File: src/cfc_pkg.sv
// Shared types, constants and the CRC-32 byte update for the config frame checker.
// Depends on nothing; every other file imports it.
`default_nettype none

package cfc_pkg;

    // Field widths
    localparam int BYTE_W    = 8;
    localparam int STATUS_W  = 3;
    localparam int PHASE_W   = 2;
    localparam int HDR_IDX_W = 4;
    localparam int LEN_W     = 16;
    localparam int CRC_W     = 32;
    localparam int MAGIC_W   = 32;
    localparam int VERSION_W = 8;

    // Header layout
    localparam int HEADER_BYTES = 12;
    localparam logic [HDR_IDX_W-1:0] HDR_MAGIC_FIRST = HDR_IDX_W'(0);
    localparam logic [HDR_IDX_W-1:0] HDR_MAGIC_LAST  = HDR_IDX_W'(3);
    localparam logic [HDR_IDX_W-1:0] HDR_VERSION     = HDR_IDX_W'(4);
    localparam logic [HDR_IDX_W-1:0] HDR_LEN_LO      = HDR_IDX_W'(6);
    localparam logic [HDR_IDX_W-1:0] HDR_LEN_HI      = HDR_IDX_W'(7);
    localparam logic [HDR_IDX_W-1:0] HDR_CRC_FIRST   = HDR_IDX_W'(8);
    localparam logic [HDR_IDX_W-1:0] HDR_LAST        = HDR_IDX_W'(HEADER_BYTES - 1);

    // Frame phases
    localparam logic [PHASE_W-1:0] PHASE_HEADER  = 2'd0;
    localparam logic [PHASE_W-1:0] PHASE_PAYLOAD = 2'd1;

    // Status codes
    localparam logic [STATUS_W-1:0] ST_OK           = 3'd0;
    localparam logic [STATUS_W-1:0] ST_READ_ERROR   = 3'd1;
    localparam logic [STATUS_W-1:0] ST_BAD_MAGIC    = 3'd2;
    localparam logic [STATUS_W-1:0] ST_BAD_VERSION  = 3'd3;
    localparam logic [STATUS_W-1:0] ST_ZERO_LENGTH  = 3'd4;
    localparam logic [STATUS_W-1:0] ST_CRC_MISMATCH = 3'd5;

    // CRC-32 (reflected)
    localparam logic [CRC_W-1:0] CRC_POLY = 32'hEDB8_8320;
    localparam logic [CRC_W-1:0] CRC_INIT = 32'hFFFF_FFFF;
    localparam logic [CRC_W-1:0] CRC_XOUT = 32'hFFFF_FFFF;

    // Configuration registers
    localparam int CFG_DATA_W = 32;
    localparam int CFG_ADDR_W = 3;
    localparam int CFG_IDX_W  = CFG_ADDR_W - 2;
    localparam logic [CFG_IDX_W-1:0] REG_MAGIC_WORD     = 1'b0;
    localparam logic [CFG_IDX_W-1:0] REG_FORMAT_VERSION = 1'b1;
    localparam logic [MAGIC_W-1:0]   MAGIC_RESET   = 32'h4F4C_4143;
    localparam logic [VERSION_W-1:0] VERSION_RESET = 8'd1;

    typedef struct packed {
        logic [MAGIC_W-1:0]   magic_word;
        logic [VERSION_W-1:0] format_version;
    } cfc_cfg_t;

    // Fold one byte into the running CRC, one bit per step
    function automatic logic [CRC_W-1:0] crc32_byte(input logic [CRC_W-1:0] crc_in,
                                                    input logic [BYTE_W-1:0] data);
        logic [CRC_W-1:0] c;
        c = crc_in ^ {{(CRC_W-BYTE_W){1'b0}}, data};
        for (int k = 0; k < BYTE_W; k++) begin
            c = c[0] ? ((c >> 1) ^ CRC_POLY) : (c >> 1);
        end
        return c;
    endfunction

endpackage

`default_nettype wire

File: src/cfc_if.sv
// Stream channel interfaces for the config frame checker: byte input and result output.
// Depends on cfc_pkg for field widths.
`default_nettype none

interface cfc_in_if
    import cfc_pkg::*;
();
    logic              valid;
    logic              ready;
    logic [BYTE_W-1:0] stream_byte;
    logic              stream_ended;

    modport source (output valid, output stream_byte, output stream_ended, input ready);
    modport sink   (input valid, input stream_byte, input stream_ended, output ready);
endinterface

interface cfc_out_if
    import cfc_pkg::*;
();
    logic                valid;
    logic                ready;
    logic [BYTE_W-1:0]   payload_byte;
    logic                payload_valid;
    logic                status_valid;
    logic [STATUS_W-1:0] status;

    modport source (output valid, output payload_byte, output payload_valid,
                    output status_valid, output status, input ready);
    modport sink   (input valid, input payload_byte, input payload_valid,
                    input status_valid, input status, output ready);
endinterface

`default_nettype wire

File: src/cfc_apb_regs.sv
// APB-style configuration registers: expected magic word and format version.
// Depends on cfc_pkg for the register map and the cfc_cfg_t struct.
`default_nettype none

module cfc_apb_regs
    import cfc_pkg::*;
(
    input  wire logic                  clk,
    input  wire logic                  rst_n,
    input  wire logic                  psel,
    input  wire logic                  penable,
    input  wire logic                  pwrite,
    input  wire logic [CFG_ADDR_W-1:0] paddr,
    input  wire logic [CFG_DATA_W-1:0] pwdata,
    output logic      [CFG_DATA_W-1:0] prdata,
    output logic                       pready,
    output cfc_cfg_t                   cfg
);

    logic [MAGIC_W-1:0]   magic_word_reg;
    logic [VERSION_W-1:0] format_version_reg;
    logic [CFG_IDX_W-1:0] reg_idx;
    logic                 wr_en;

    assign reg_idx = paddr[CFG_ADDR_W-1:2];
    assign wr_en   = psel && penable && pwrite;
    assign pready  = 1'b1;

    // Write on the access phase
    always_ff @(posedge clk or negedge rst_n)
    begin
        if (!rst_n)
        begin
            magic_word_reg     <= MAGIC_RESET;
            format_version_reg <= VERSION_RESET;
        end
        else if (wr_en)
        begin
            case (reg_idx)
                REG_MAGIC_WORD:     magic_word_reg     <= pwdata[MAGIC_W-1:0];
                REG_FORMAT_VERSION: format_version_reg <= pwdata[VERSION_W-1:0];
                default:            ;
            endcase
        end
    end

    // Read back
    always_comb
    begin
        case (reg_idx)
            REG_MAGIC_WORD:     prdata = magic_word_reg;
            REG_FORMAT_VERSION: prdata = {{(CFG_DATA_W-VERSION_W){1'b0}}, format_version_reg};
            default:            prdata = '0;
        endcase
    end

    assign cfg.magic_word     = magic_word_reg;
    assign cfg.format_version = format_version_reg;

endmodule

`default_nettype wire

File: src/config_frame_checker_top.sv
// Top level of the config frame checker: header parse, CRC-32 check and result register.
// Depends on cfc_pkg, cfc_if (cfc_in_if, cfc_out_if) and cfc_apb_regs.
//
// Takes one frame byte per beat and sustains one beat per clock: each byte is
// checked by a single level of logic (header field capture, or a byte-wide
// CRC-32 update) and lands in a one-deep result register. stream_in.ready is
// high whenever that register is empty or is being drained in the same cycle,
// so the only source of stalls is back-pressure on result_out. A header beat
// gives no result except the twelfth when it finds bad magic, bad version or
// zero length; each payload beat gives one result carrying the byte, and the
// last one also carries ok or crc mismatch. An end-of-stream beat gives a
// read error in any phase and restarts header collection. Configuration is
// written through the APB port at byte address 0 (magic) and 4 (version)
// and must only be changed while no frame is in progress.
`default_nettype none

module config_frame_checker_top
    import cfc_pkg::*;
(
    input  wire logic                  clk,
    input  wire logic                  rst_n,
    cfc_in_if.sink                     stream_in,
    cfc_out_if.source                  result_out,
    input  wire logic                  psel,
    input  wire logic                  penable,
    input  wire logic                  pwrite,
    input  wire logic [CFG_ADDR_W-1:0] paddr,
    input  wire logic [CFG_DATA_W-1:0] pwdata,
    output logic      [CFG_DATA_W-1:0] prdata,
    output logic                       pready
);

    cfc_cfg_t cfg;

    cfc_apb_regs u_regs (
        .clk     (clk),
        .rst_n   (rst_n),
        .psel    (psel),
        .penable (penable),
        .pwrite  (pwrite),
        .paddr   (paddr),
        .pwdata  (pwdata),
        .prdata  (prdata),
        .pready  (pready),
        .cfg     (cfg)
    );

    // Frame state
    logic [PHASE_W-1:0]   phase_reg, phase_next;
    logic [HDR_IDX_W-1:0] header_index_reg, header_index_next;
    logic                 magic_mismatch_reg, magic_mismatch_next;
    logic                 version_mismatch_reg, version_mismatch_next;
    logic [LEN_W-1:0]     payload_length_reg, payload_length_next;
    logic [LEN_W-1:0]     payload_count_reg, payload_count_next;
    logic [CRC_W-1:0]     expected_crc_reg, expected_crc_next;
    logic [CRC_W-1:0]     running_crc_reg, running_crc_next;

    // Result register
    logic                out_valid_reg, out_valid_next;
    logic [BYTE_W-1:0]   payload_byte_reg, payload_byte_next;
    logic                payload_valid_reg, payload_valid_next;
    logic                status_valid_reg, status_valid_next;
    logic [STATUS_W-1:0] status_reg, status_next;

    logic              in_fire;
    logic              emit;
    logic [BYTE_W-1:0] in_byte;
    logic [CRC_W-1:0]  crc_upd;
    logic [LEN_W-1:0]  count_upd;
    logic [1:0]        byte_lane;

    assign in_byte   = stream_in.stream_byte;
    assign stream_in.ready = !out_valid_reg || result_out.ready;
    assign in_fire   = stream_in.valid && stream_in.ready;
    assign crc_upd   = crc32_byte(running_crc_reg, in_byte);
    assign count_upd = payload_count_reg + LEN_W'(1);
    assign byte_lane = header_index_reg[1:0];

    // Next frame state and result for the accepted beat
    always_comb
    begin
        phase_next            = phase_reg;
        header_index_next     = header_index_reg;
        magic_mismatch_next   = magic_mismatch_reg;
        version_mismatch_next = version_mismatch_reg;
        payload_length_next   = payload_length_reg;
        payload_count_next    = payload_count_reg;
        expected_crc_next     = expected_crc_reg;
        running_crc_next      = running_crc_reg;
        emit                  = 1'b0;
        payload_byte_next     = '0;
        payload_valid_next    = 1'b0;
        status_valid_next     = 1'b0;
        status_next           = ST_OK;

        if (in_fire)
        begin
            if (stream_in.stream_ended)
            begin
                emit              = 1'b1;
                status_valid_next = 1'b1;
                status_next       = ST_READ_ERROR;
                phase_next        = PHASE_HEADER;
            end
            else
            begin
                case (phase_reg)
                    PHASE_PAYLOAD:
                    begin
                        emit               = 1'b1;
                        payload_byte_next  = in_byte;
                        payload_valid_next = 1'b1;
                        running_crc_next   = crc_upd;
                        payload_count_next = count_upd;
                        if (count_upd == payload_length_reg)
                        begin
                            status_valid_next = 1'b1;
                            status_next = ((crc_upd ^ CRC_XOUT) == expected_crc_reg) ?
                                          ST_OK : ST_CRC_MISMATCH;
                            phase_next  = PHASE_HEADER;
                        end
                    end
                    default:
                    begin
                        // Capture header fields
                        if (header_index_reg inside {[HDR_MAGIC_FIRST:HDR_MAGIC_LAST]})
                        begin
                            if (in_byte != cfg.magic_word[{byte_lane, 3'b000} +: BYTE_W])
                                magic_mismatch_next = 1'b1;
                        end
                        else if (header_index_reg == HDR_VERSION)
                        begin
                            if (in_byte != cfg.format_version)
                                version_mismatch_next = 1'b1;
                        end
                        else if (header_index_reg == HDR_LEN_LO)
                            payload_length_next[BYTE_W-1:0] = in_byte;
                        else if (header_index_reg == HDR_LEN_HI)
                            payload_length_next[LEN_W-1:BYTE_W] = in_byte;
                        else if (header_index_reg >= HDR_CRC_FIRST)
                            expected_crc_next[{byte_lane, 3'b000} +: BYTE_W] = in_byte;

                        if (header_index_reg >= HDR_LAST)
                        begin
                            // Check the finished header
                            if (magic_mismatch_reg || version_mismatch_reg ||
                                payload_length_next == '0)
                            begin
                                emit              = 1'b1;
                                status_valid_next = 1'b1;
                                status_next = magic_mismatch_reg   ? ST_BAD_MAGIC :
                                              version_mismatch_reg ? ST_BAD_VERSION :
                                                                     ST_ZERO_LENGTH;
                                phase_next  = PHASE_HEADER;
                            end
                            else
                            begin
                                phase_next         = PHASE_PAYLOAD;
                                header_index_next  = '0;
                                payload_count_next = '0;
                                running_crc_next   = CRC_INIT;
                            end
                        end
                        else
                            header_index_next = header_index_reg + HDR_IDX_W'(1);
                    end
                endcase
            end

            // Drop back to header collection after any status
            if (status_valid_next)
            begin
                header_index_next     = '0;
                magic_mismatch_next   = 1'b0;
                version_mismatch_next = 1'b0;
                payload_length_next   = '0;
                payload_count_next    = '0;
                expected_crc_next     = '0;
                running_crc_next      = CRC_INIT;
            end
        end

        // Hold the result until taken, load a new one on emit
        if (emit)
            out_valid_next = 1'b1;
        else
            out_valid_next = out_valid_reg && !result_out.ready;
    end

    always_ff @(posedge clk or negedge rst_n)
    begin
        if (!rst_n)
        begin
            phase_reg            <= PHASE_HEADER;
            header_index_reg     <= '0;
            magic_mismatch_reg   <= 1'b0;
            version_mismatch_reg <= 1'b0;
            payload_length_reg   <= '0;
            payload_count_reg    <= '0;
            expected_crc_reg     <= '0;
            running_crc_reg      <= CRC_INIT;
            out_valid_reg        <= 1'b0;
        end
        else
        begin
            phase_reg            <= phase_next;
            header_index_reg     <= header_index_next;
            magic_mismatch_reg   <= magic_mismatch_next;
            version_mismatch_reg <= version_mismatch_next;
            payload_length_reg   <= payload_length_next;
            payload_count_reg    <= payload_count_next;
            expected_crc_reg     <= expected_crc_next;
            running_crc_reg      <= running_crc_next;
            out_valid_reg        <= out_valid_next;
        end
    end

    // Result payload, loaded only with a new beat
    always_ff @(posedge clk)
    begin
        if (emit)
        begin
            payload_byte_reg  <= payload_byte_next;
            payload_valid_reg <= payload_valid_next;
            status_valid_reg  <= status_valid_next;
            status_reg        <= status_next;
        end
    end

    assign result_out.valid         = out_valid_reg;
    assign result_out.payload_byte  = payload_byte_reg;
    assign result_out.payload_valid = payload_valid_reg;
    assign result_out.status_valid  = status_valid_reg;
    assign result_out.status        = status_reg;

    // Every result carries a byte or a status
    a_result_nonempty: assert property (@(posedge clk) disable iff (!rst_n)
        result_out.valid |-> (result_out.payload_valid || result_out.status_valid))
        else $error("result beat with neither byte nor status");

    // End of stream always yields a read error next cycle
    a_end_read_error: assert property (@(posedge clk) disable iff (!rst_n)
        (in_fire && stream_in.stream_ended) |=>
            (result_out.valid && result_out.status_valid &&
             result_out.status == ST_READ_ERROR))
        else $error("end of stream did not report a read error");

    // Header index stays within the header
    a_index_range: assert property (@(posedge clk) disable iff (!rst_n)
        header_index_reg <= HDR_LAST)
        else $error("header index ran past the header");

    // In payload the count trails a nonzero length
    a_count_below_length: assert property (@(posedge clk) disable iff (!rst_n)
        (phase_reg == PHASE_PAYLOAD) |->
            (payload_length_reg != '0 && payload_count_reg < payload_length_reg))
        else $error("payload count reached or passed the frame length");

endmodule

`default_nettype wire

File: src/flat_wrapper.sv
// flat-port wrapper written by rule: the top's interface ports become plain ports
module config_frame_checker_top_flat import cfc_pkg::*;
  (clk, rst_n, psel, penable, pwrite, paddr, pwdata, prdata, pready, stream_in_valid, stream_in_stream_byte, stream_in_stream_ended, stream_in_ready, result_out_valid, result_out_payload_byte, result_out_payload_valid, result_out_status_valid, result_out_status, result_out_ready);
  cfc_in_if stream_in_i ();
  cfc_out_if result_out_i ();
  input  wire logic clk;
  input  wire logic rst_n;
  input  wire logic psel;
  input  wire logic penable;
  input  wire logic pwrite;
  input  wire logic [CFG_ADDR_W-1:0] paddr;
  input  wire logic [CFG_DATA_W-1:0] pwdata;
  output logic      [CFG_DATA_W-1:0] prdata;
  output logic pready;
  input wire logic [$bits(stream_in_i.valid)-1:0] stream_in_valid;
  input wire logic [$bits(stream_in_i.stream_byte)-1:0] stream_in_stream_byte;
  input wire logic [$bits(stream_in_i.stream_ended)-1:0] stream_in_stream_ended;
  output wire logic [$bits(stream_in_i.ready)-1:0] stream_in_ready;
  output wire logic [$bits(result_out_i.valid)-1:0] result_out_valid;
  output wire logic [$bits(result_out_i.payload_byte)-1:0] result_out_payload_byte;
  output wire logic [$bits(result_out_i.payload_valid)-1:0] result_out_payload_valid;
  output wire logic [$bits(result_out_i.status_valid)-1:0] result_out_status_valid;
  output wire logic [$bits(result_out_i.status)-1:0] result_out_status;
  input wire logic [$bits(result_out_i.ready)-1:0] result_out_ready;
  assign stream_in_i.valid = stream_in_valid;
  assign stream_in_i.stream_byte = stream_in_stream_byte;
  assign stream_in_i.stream_ended = stream_in_stream_ended;
  assign stream_in_ready = stream_in_i.ready;
  assign result_out_valid = result_out_i.valid;
  assign result_out_payload_byte = result_out_i.payload_byte;
  assign result_out_payload_valid = result_out_i.payload_valid;
  assign result_out_status_valid = result_out_i.status_valid;
  assign result_out_status = result_out_i.status;
  assign result_out_i.ready = result_out_ready;
  config_frame_checker_top u_core (.clk(clk), .rst_n(rst_n), .stream_in(stream_in_i), .result_out(result_out_i), .psel(psel), .penable(penable), .pwrite(pwrite), .paddr(paddr), .pwdata(pwdata), .prdata(prdata), .pready(pready));
endmodule
File: config.mk
export PLATFORM = sky130hd
export DESIGN_NAME = config_frame_checker_top_flat
export DESIGN_NICKNAME = d
export VERILOG_FILES = /design/src/cfc_pkg.sv /design/src/cfc_if.sv /design/src/cfc_apb_regs.sv /design/src/config_frame_checker_top.sv /design/src/flat_wrapper.sv
export SDC_FILE = /design/constraint.sdc
export NUM_CORES = 1
export LEC_CHECK = 0
export ABC_AREA = 1
export BUFFER_PORTS_ARGS = -buffer_cell sky130_fd_sc_hd__buf_2
export CAP_MARGIN = 30
export CORE_AREA = 8 8 191 102
export CTS_BUF_LIST = sky130_fd_sc_hd__clkbuf_4 sky130_fd_sc_hd__clkbuf_8 sky130_fd_sc_hd__clkbuf_16
export DETAILED_ROUTE_END_ITERATION = 8
export DIE_AREA = 0 0 199 110
export PLACE_DENSITY = 0.92
export SLEW_MARGIN = 30
export SYNTH_ARGS = -nofsm -noshare
export SYNTH_HDL_FRONTEND = slang
export SYNTH_SLANG_ARGS = --single-unit
File: constraint.sdc
create_clock -name clk -period 10.1 [get_ports clk]
set_input_delay 0.505 -clock clk [delete_from_list [all_inputs] [get_ports clk]]
set_output_delay 0.505 -clock clk [all_outputs]
set_load 0.05 [all_outputs]
==> out/qor.csv, run 1 <==
stage;metric;value;unit
status;status;finished clean;
sta;clk_skew;10.9;ps
yosys;Cell Area, Synth;10700;um2
yosys;Yosys top cell by area;dfrtp_1;
detailed_routing;1st-iter DRT viols;1722;
setup_path;kind of start point of the critical path;flip-flop;
clocking;Sink Count;157;
sta;Max Fclk;199;MHz
layout;layout cell share with drive strength beyond 1;11.9;%
yosys;dominant synthesized flop cell;dfrtp_1;
pwr;Design Power;2.75;mW
sta;final worst slack;5080;ps
global_routing;vias in the first global route;10408;
clocking;Max Buffers Root-to-Sink;2;
yosys;Async SR Flop Fraction;91.7;%
setup_path;WS Path Type;reg2reg;
global_routing;Overall Global Routing Usage;32.6;%
floorplanning;Initial Util;63.2;%
clocking;clk root buf;clkbuf_16;
floorplanning;chip height;110;um
sta;min cycle time layout;5020;ps
detailed_routing;Post-DRT Antenna Nets;0;
clocking;H-tree levels;4;
yosys;Seq cells post-synth;157;
yosys;Distinct cells, synth;46;
clocking;Worst-Skew Late Latency;430;ps
setup_path;Worst EP required;10440;ps
floorplanning;DIE AREA;21900;um2
detailed_routing;via count;11652;
sta;final max-slew violation count;0;
detailed_routing;wire length per cell;18.0;um
setup_path;Critical Path Fanout Max;36;
sta;Final Cycle Share;49.7;%
floorplanning;core area;16900;um2
place;Setup WS pre-CTS;5410;ps
clocking;# resized after CTS;0;
yosys;Synth area leaders;dfrtp_1 23%, nand2_1 22%, dfstp_2 11%;
layout;synth-to-layout area growth;11.5;%
setup_path;Max stage delay on crit path;570;ps
hold_path;Hold Path Class;in2async;
sta;RSZ-0062 raised after global routing;false;
yosys;net count after synthesis;1714;
global_routing;pin count of the biggest net entering global routing;77;
layout;ANT cells;0;
clocking;CTS tree;yes;
layout;most frequent cells in the layout;626 x nand2_1, 203 x inv_1, 169 x nand3_1, 155 x nor2_1, 98 x dfrtp_1;
detailed_routing;drt drc;0;
sta;setup TNS;0;ps
yosys;Syn. warnings;0;
detailed_routing;drt total wl;35400;um
sta;worst slew pin tran;966;ps
floorplanning;die width;199;um
sta;Setup violations, final;0;
place;HPWL Detailed;26000;um
setup_path;slowest stage cell, crit path;inv_2;
floorplanning;I/O Pins;99;
clocking;CTS buffer count;17;
yosys;Cells after Synth;1655;
clocking;Hold-fix buffers, CTS;0;
setup_path;CP cell instances;buf_4 > inv_1 > ha_1 > inv_2 > nand4_2 > o21ai_0 > nor2_1 > nand2_1 > nor2_1 > nand3_1 > nand2_1 > nand3_2 > nand3_4 > inv_2 > nand2_1 > o21ai_0;
global_routing;global-route wire length before repair;55000;um
pwr;Leakage;6.29;nW
yosys;number of synthesized flops with an enable pin;13;
place;number of port buffers;95;
layout;most common cell after layout, fill and taps aside;nand2_1;
pwr;worst vdd ir;0.120;mV
setup_path;endpoint class of the critical path;flip-flop;
detailed_routing;via/cell ratio;5.92;
yosys;post-synth top area share;23.0;%
setup_path;crit path DAT;5370;ps
job;max-cap check violation count;0;
layout;# nets final;1780;
global_routing;initial antenna violation count;1;
place;RePlAce Congestion;0.983;
detailed_routing;drt first pass iters;6;
setup_path;CP most frequent cell;nand2_1;
setup_path;R2R depth;16;
global_routing;GR Overflow Total;0;
yosys;average size of a mapped cell;6.45;um2
floorplanning;Rows;34;
clocking;clk slew on worst S/H paths;60;ps
layout;Core Util, Final;70.5;%
sta;final hold slack;101;ps
yosys;register area share after synthesis;37.9;%
sta;worst relative slew slack;35.4;%
clocking;post-CTS setup buffer count;0;
sta;Final Hold Viols;0;
pwr;PD cells;231;nW/um2
## path summary, 6_finish.rpt
kind	start	to	slack (ps)
worst max-delay path	u_core.header_index_reg[0]	u_core.payload_count_reg[2]	5080
worst min-delay path	rst_n	u_core.payload_count_reg[14]	100
worst max register to register	u_core.header_index_reg[0]	u_core.payload_count_reg[2]	5080
worst min register to register	u_core.u_regs.magic_word_reg[18]	u_core.u_regs.magic_word_reg[18]	490
max in group asynchronous	rst_n	u_core.expected_crc_reg[2]	8610
min in group clk	pwdata[22]	u_core.u_regs.magic_word_reg[22]	300
## per-layer routing
metal	global-route usage [%]	routed length, um	share of wire (%)	up-vias
met5	0	13	0.037	-
met4	9.73	728	2.1	2
met3	14.6	6420	18	83
met2	43.1	13300	38	883
met1	46.7	14900	42	5324
li1	-	-	-	5360
## per-stage QoR
stage / std cells / area (um2)
floorplan: 1655 / 10700
global placement: 1936 / 11300
detailed placement: 1936 / 11300
CTS: 1968 / 11900
global route: 1968 / 11900
finish: 1968 / 11900
## logic make-up (layout without fill, tap and decap cells)
group	Yosys count	in the layout	synth area share, %
other cells	1	1	0.0351
simple gates	1022	1022	40.1
xor+xnor	30	30	2.46
flops	157	157	37.9
fa+ha+maj	8	8	0.937
compound gates	172	172	8.81
buf+inv	265	344	9.70
## critical path, delay by kind of cell (launching register included)
kind	cells	cell delay, ps
flops	1	320
buf+inv	4	1530
fa+ha+maj	1	530
simple gates	9	1880
compound gates	2	650
## report_power, final
group | total (mW) | internal [mW] | switching [mW]
clock | 0.707 | 0.423 | 0.284
sequential | 0.857 | 0.768 | 0.0893
combinational | 1.19 | 0.312 | 0.873
total | 2.75 | 1.50 | 1.25
## area by class of cell
type / count / area (um2)
multi-input combinational: 1233 / 5610
fill: 1433 / 4980
sequential: 157 / 4050
inverter: 212 / 796
timing repair buffer: 100 / 519
clock buffer: 21 / 485
tap: 234 / 293
clock inverter: 11 / 154
## synthesized netlist by cell type (3+ instances only)
master	count
buf_6	3
o22ai_1	22
xnor2_1	4
nand4_1	15
ha_1	8
inv_2	5
nand2_1	627
xor2_1	26
dfstp_2	46
nand2_2	4
o21a_1	8
inv_1	203
buf_2	12
o21ai_0	67
nand3_1	169
nor3_1	15
clkbuf_1	32
a21oi_1	45
edfxtp_1	13
clkinv_1	4
nand3b_1	10
buf_1	5
nor2_1	157
and3_1	3
nor4_1	4
dfrtp_1	98
o21ai_1	22
nand4_2	3
No activity file was read; power rests on OpenSTA's default activity.
==> inputs of run 2 (changes only) <==
Settings changed: ABC_AREA 1 to 0, CORE_AREA 8 8 191 102 to 8 8 195 104, DIE_AREA 0 0 199 110 to 0 0 203 112, PLACE_DENSITY 0.92 to 0.83.
Clock period 10.1 ns to 4.41 ns, I/O delays scaled along.
==> out/qor.csv, run 2 <==
stage;metric;value;unit
layout;ANT cells;0;
detailed_routing;drt first pass iters;5;
setup_path;WS Path Type;reg2reg;
pwr;PD cells;430;nW/um2
sta;setup TNS;0;ps
place;Setup WS pre-CTS;631;ps
place;RePlAce Congestion;0.938;
pwr;Design Power;4.54;mW
detailed_routing;drt drc;0;
detailed_routing;drt total wl;25200;um
layout;layout cell share with drive strength beyond 1;29.2;%
yosys;post-synth top area share;26.5;%
clocking;clk root buf;clkbuf_16;
sta;worst slew pin tran;919;ps
layout;register area;4050;um2
yosys;Distinct cells, synth;74;
global_routing;initial antenna violation count;1;
clocking;clk slew on worst S/H paths;60;ps
yosys;Cell Area, Synth;9260;um2
clocking;# resized after CTS;0;
floorplanning;Initial Util;52.2;%
yosys;average size of a mapped cell;11.1;um2
global_routing;vias in the first global route;6949;
detailed_routing;wire length per cell;21.7;um
yosys;most frequent cells after synthesis;98 x dfrtp_1, 92 x xnor2_1, 51 x mux2_2;
job;max-cap check violation count;0;
yosys;Cells after Synth;831;
floorplanning;I/O Pins;99;
sta;clk_skew;10.9;ps
setup_path;Worst EP required;4720;ps
yosys;Yosys top cell by area;dfrtp_1;
setup_path;Critical Path Fanout Max;11;
setup_path;crit path DAT;4210;ps
floorplanning;Rows;35;
layout;most frequent cells in the layout;98 x dfrtp_1, 94 x buf_2, 92 x xnor2_1, 51 x mux2_2, 46 x dfstp_2;
sta;Setup violations, final;0;
yosys;Async SR Flop Fraction;91.7;%
sta;final hold slack;20.8;ps
sta;Final Cycle Share;88.5;%
place;Post-Place Cells;1128;
global_routing;pin count of the biggest net entering global routing;66;
place;HPWL Detailed;18100;um
global_routing;GR Overflow Total;0;
clocking;Max Buffers Root-to-Sink;2;
layout;area of the multi-input gates;4900;um2
yosys;most numerous cell in the Yosys netlist;dfrtp_1;
floorplanning;core area;17700;um2
layout;Final Instance Count excl. Fillers;1161;
clocking;CTS buffer count;17;
floorplanning;DIE AREA;22700;um2
detailed_routing;via/cell ratio;6.04;
status;status;finished clean;
yosys;Seq cells post-synth;157;
floorplanning;chip height;112;um
global_routing;global-route wire length before repair;40700;um
yosys;net count after synthesis;890;
sta;final worst slack;508;ps
layout;Fill cells;1420;
detailed_routing;via count;7015;
place;Placement Cell Area;9940;um2
clocking;CTS tree;yes;
yosys;Synth area leaders;dfrtp_1 26%, dfstp_2 13%, xnor2_1 8.7%;
layout;synth-to-layout area growth;13.9;%
yosys;Syn. warnings;0;
layout;post-route cell area;10500;um2
pwr;Leakage;4.50;nW
sta;min cycle time layout;3900;ps
layout;# nets final;967;
layout;Core Util, Final;59.5;%
sta;RSZ-0062 raised after global routing;false;
layout;most common cell after layout, fill and taps aside;dfrtp_1;
detailed_routing;1st-iter DRT viols;736;
sta;Final Hold Viols;0;
global_routing;Overall Global Routing Usage;22.7;%
clocking;Worst-Skew Late Latency;430;ps
yosys;dominant synthesized flop cell;dfrtp_1;
clocking;post-CTS setup buffer count;0;
sta;Max Fclk;256;MHz
yosys;number of synthesized flops with an enable pin;13;
setup_path;kind of start point of the critical path;flip-flop;
yosys;register area share after synthesis;43.8;%
pwr;worst vdd ir;0.274;mV
clocking;H-tree levels;4;
hold_path;Hold Path Class;in2reg;
clocking;Sink Count;157;
sta;final max-slew violation count;0;
setup_path;endpoint class of the critical path;flip-flop;
place;number of port buffers;95;
floorplanning;die width;203;um
detailed_routing;Post-DRT Antenna Nets;0;
sta;worst relative slew slack;38.3;%
run 2: what timing repair did:
| action | CTS | global route |
|---|---|---|
| hold buffers | 1 | 0 |
| setup endpoints to repair | 0 | 0 |
| endpoints found under the hold margin | 51 | 0 |
run 2: final timing paths:
check	from	end	slack, ps	cells past startpoint
max reg2reg	u_core.payload_count_reg[0]	u_core.payload_count_reg[2]	510	9
max	u_core.payload_count_reg[0]	u_core.payload_count_reg[2]	510	9
min reg2reg	u_core.running_crc_reg[12]	u_core.running_crc_reg[12]	510	2
max in group asynchronous	rst_n	u_core.u_regs.magic_word_reg[17]	2960	3
min	pwdata[18]	u_core.u_regs.magic_word_reg[18]	20	2
min in group asynchronous	rst_n	u_core.payload_count_reg[7]	320	2
run 2: per-layer routing:
metal	track usage [%]	part of all wire (%)	up-vias
met5	0	0.032	-
met2	30.7	41	388
met3	7.22	11	35
met4	5.67	1.2	2
li1	-	-	3121
met1	34.2	46	3469
run 2: report_power, final:
part	internal, mW	switching (mW)	leakage (nW)
clock	0.899	0.604	0.300
combinational	0.505	0.767	2.28
sequential	1.62	0.148	1.92
total	3.02	1.52	4.50
run 2: kinds of logic after synthesis:
kind of cell	count (synthesis)	synth area share, %
AOI/OAI and AO/OA	144	11.1
DFF	157	43.8
adders and majority gates	8	1.08
buffers and inverters	81	3.49
muxes	83	10.8
other	1	0.0405
xor gates and xnor gates	148	17.4
and+or+nand+nor	209	12.4
run 2: final cells by class:
| type | count | share of cell area, % |
|---|---|---|
| well taps | 240 | 2.85 |
| repair buffers | 108 | 5.52 |
| inverters | 31 | 1.10 |
| clock buffers | 22 | 4.61 |
| clock inverters | 10 | 1.06 |
| flip-flops and latches | 157 | 38.4 |
| multi-input cells | 593 | 46.5 |
run 2: worst max-delay path: stages (launching register included):
cell and delay [ps]:
dfrtp_1 550, ha_1 390, nand4_1 320, nor4_2 490, xnor2_1 170, o311a_1 200, nand4_1 340, o21ai_1 860
o21ai_0 170, mux2_2 290
==> inputs of run 3 (changes only) <==
==> constraint.sdc (replaced) <==
create_clock -name clk -period 4.41 [get_ports clk]
set_input_delay 0.441 -clock clk [delete_from_list [all_inputs] [get_ports clk]]
set_output_delay 0.441 -clock clk [all_outputs]
set_load 0.05 [all_outputs]
==> out/qor.csv, run 3 (synthesis results as in run 2) <==
stage;metric;value;unit
detailed_routing;1st-iter DRT viols;616;
layout;Final Instance Count excl. Fillers;1165;
clocking;clk root buf;clkbuf_16;
setup_path;endpoint class of the critical path;flip-flop;
layout;Fill cells;1416;
setup_path;Critical Path Fanout Max;9;
global_routing;initial antenna violation count;0;
status;status;finished clean;
global_routing;GR Overflow Total;0;
floorplanning;core area;17700;um2
detailed_routing;via/cell ratio;6.05;
detailed_routing;wire length per cell;21.3;um
place;RePlAce Congestion;0.948;
setup_path;WS Path Type;reg2reg;
global_routing;global-route wire length before repair;39600;um
layout;# nets final;971;
clocking;Worst-Skew Late Latency;430;ps
global_routing;pin count of the biggest net entering global routing;87;
floorplanning;die width;203;um
hold_path;Hold Path Class;in2async;
floorplanning;chip height;112;um
clocking;CTS tree;yes;
sta;final max-slew violation count;0;
sta;Final Hold Viols;0;
floorplanning;DIE AREA;22700;um2
place;Setup WS pre-CTS;664;ps
place;HPWL Detailed;18000;um
place;number of port buffers;95;
detailed_routing;via count;7047;
sta;RSZ-0062 raised after global routing;false;
global_routing;vias in the first global route;6923;
pwr;worst vdd ir;0.279;mV
floorplanning;Initial Util;52.2;%
setup_path;Worst EP required;4770;ps
layout;Core Util, Final;59.5;%
setup_path;crit path DAT;4240;ps
layout;area of the multi-input gates;4900;um2
clocking;H-tree levels;4;
sta;worst slew pin tran;862;ps
detailed_routing;Post-DRT Antenna Nets;0;
clocking;# resized after CTS;0;
floorplanning;Rows;35;
global_routing;Overall Global Routing Usage;22.1;%
sta;final worst slack;529;ps
layout;most frequent cells in the layout;98 x dfrtp_1, 94 x buf_2, 92 x xnor2_1, 51 x mux2_2, 46 x dfstp_2;
floorplanning;I/O Pins;99;
clocking;Sink Count;157;
sta;setup TNS;0;ps
detailed_routing;drt drc;0;
pwr;Leakage;4.49;nW
clocking;Hold-fix buffers, CTS;0;
sta;clk_skew;11.6;ps
detailed_routing;drt total wl;24800;um
pwr;PD cells;423;nW/um2
layout;synth-to-layout area growth;13.9;%
layout;register area;4050;um2
layout;most common cell after layout, fill and taps aside;dfrtp_1;
sta;min cycle time layout;3880;ps
layout;layout cell share with drive strength beyond 1;29.6;%
detailed_routing;drt first pass iters;5;
sta;Max Fclk;258;MHz
layout;ANT cells;0;
place;Post-Place Cells;1133;
clocking;CTS buffer count;17;
pwr;Design Power;4.46;mW
clocking;Max Buffers Root-to-Sink;2;
sta;worst relative slew slack;42.0;%
clocking;clk slew on worst S/H paths;60;ps
sta;Final Cycle Share;88.0;%
setup_path;kind of start point of the critical path;flip-flop;
sta;Setup violations, final;0;
clocking;post-CTS setup buffer count;0;
job;max-cap check violation count;0;
run 3: cell count changes in the layout (fill, tap and decap cells not counted), moves of 2 or more:
cell / delta
buf_4: +5
clkinvlp_4: +3
clkbuf_4: -2
clkinv_2: -2
inv_6: +2
run 3: path summary, 6_finish.rpt:
kind / from / to / slack, ps / depth (start not counted)
max: u_core.payload_count_reg[0] / u_core.expected_crc_reg[6] / 530 / 9
min: rst_n / u_core.payload_count_reg[13] / 50 / 1
max reg2reg: u_core.payload_count_reg[0] / u_core.expected_crc_reg[6] / 530 / 9
min reg2reg: u_core.running_crc_reg[31] / u_core.running_crc_reg[31] / 510 / 2
max in group asynchronous: rst_n / u_core.running_crc_reg[30] / 3390 / 2
min in group clk: pwdata[16] / u_core.u_regs.magic_word_reg[16] / 240 / 2
run 3: cell type report:
cell class,count,area share (%)
multi-input cells,593,46.4
clock inverters,12,1.06
inverters,31,1.10
repair buffers,112,5.78
flip-flops and latches,157,38.4
well taps,240,2.85
clock buffers,20,4.36
run 3: through the flow:
step                cell area (um2)  hold slack, ps
finish                        10500            46.5
global route                  10500             130
CTS                           10500            85.1
detailed placement             9980             494
global placement               9980             492
floorplan                      9260             145
run 3: power by group:
group / leakage, nW / switching [mW] / internal, mW
sequential: 1.92 / 0.146 / 1.62
combinational: 2.30 / 0.769 / 0.508
clock: 0.273 / 0.609 / 0.815
total: 4.49 / 1.52 / 2.94
run 3: per-layer routing:
metal,global-route usage (%),part of all wire [%],up-vias
met4,5.72,1.2,0
met3,7.07,11,24
met5,0,0,-
met2,28.9,40,354
met1,33.9,48,3528
li1,-,-,3141
run 3: critical path: stages, from the launching register on:
cell	delay, ps
dfrtp_1	540
ha_1	400
nand4_1	310
nor4_1	460
xnor2_1	180
o211a_2	230
nand4_1	330
o221ai_2	520
nor4b_4	590
a22o_1	240
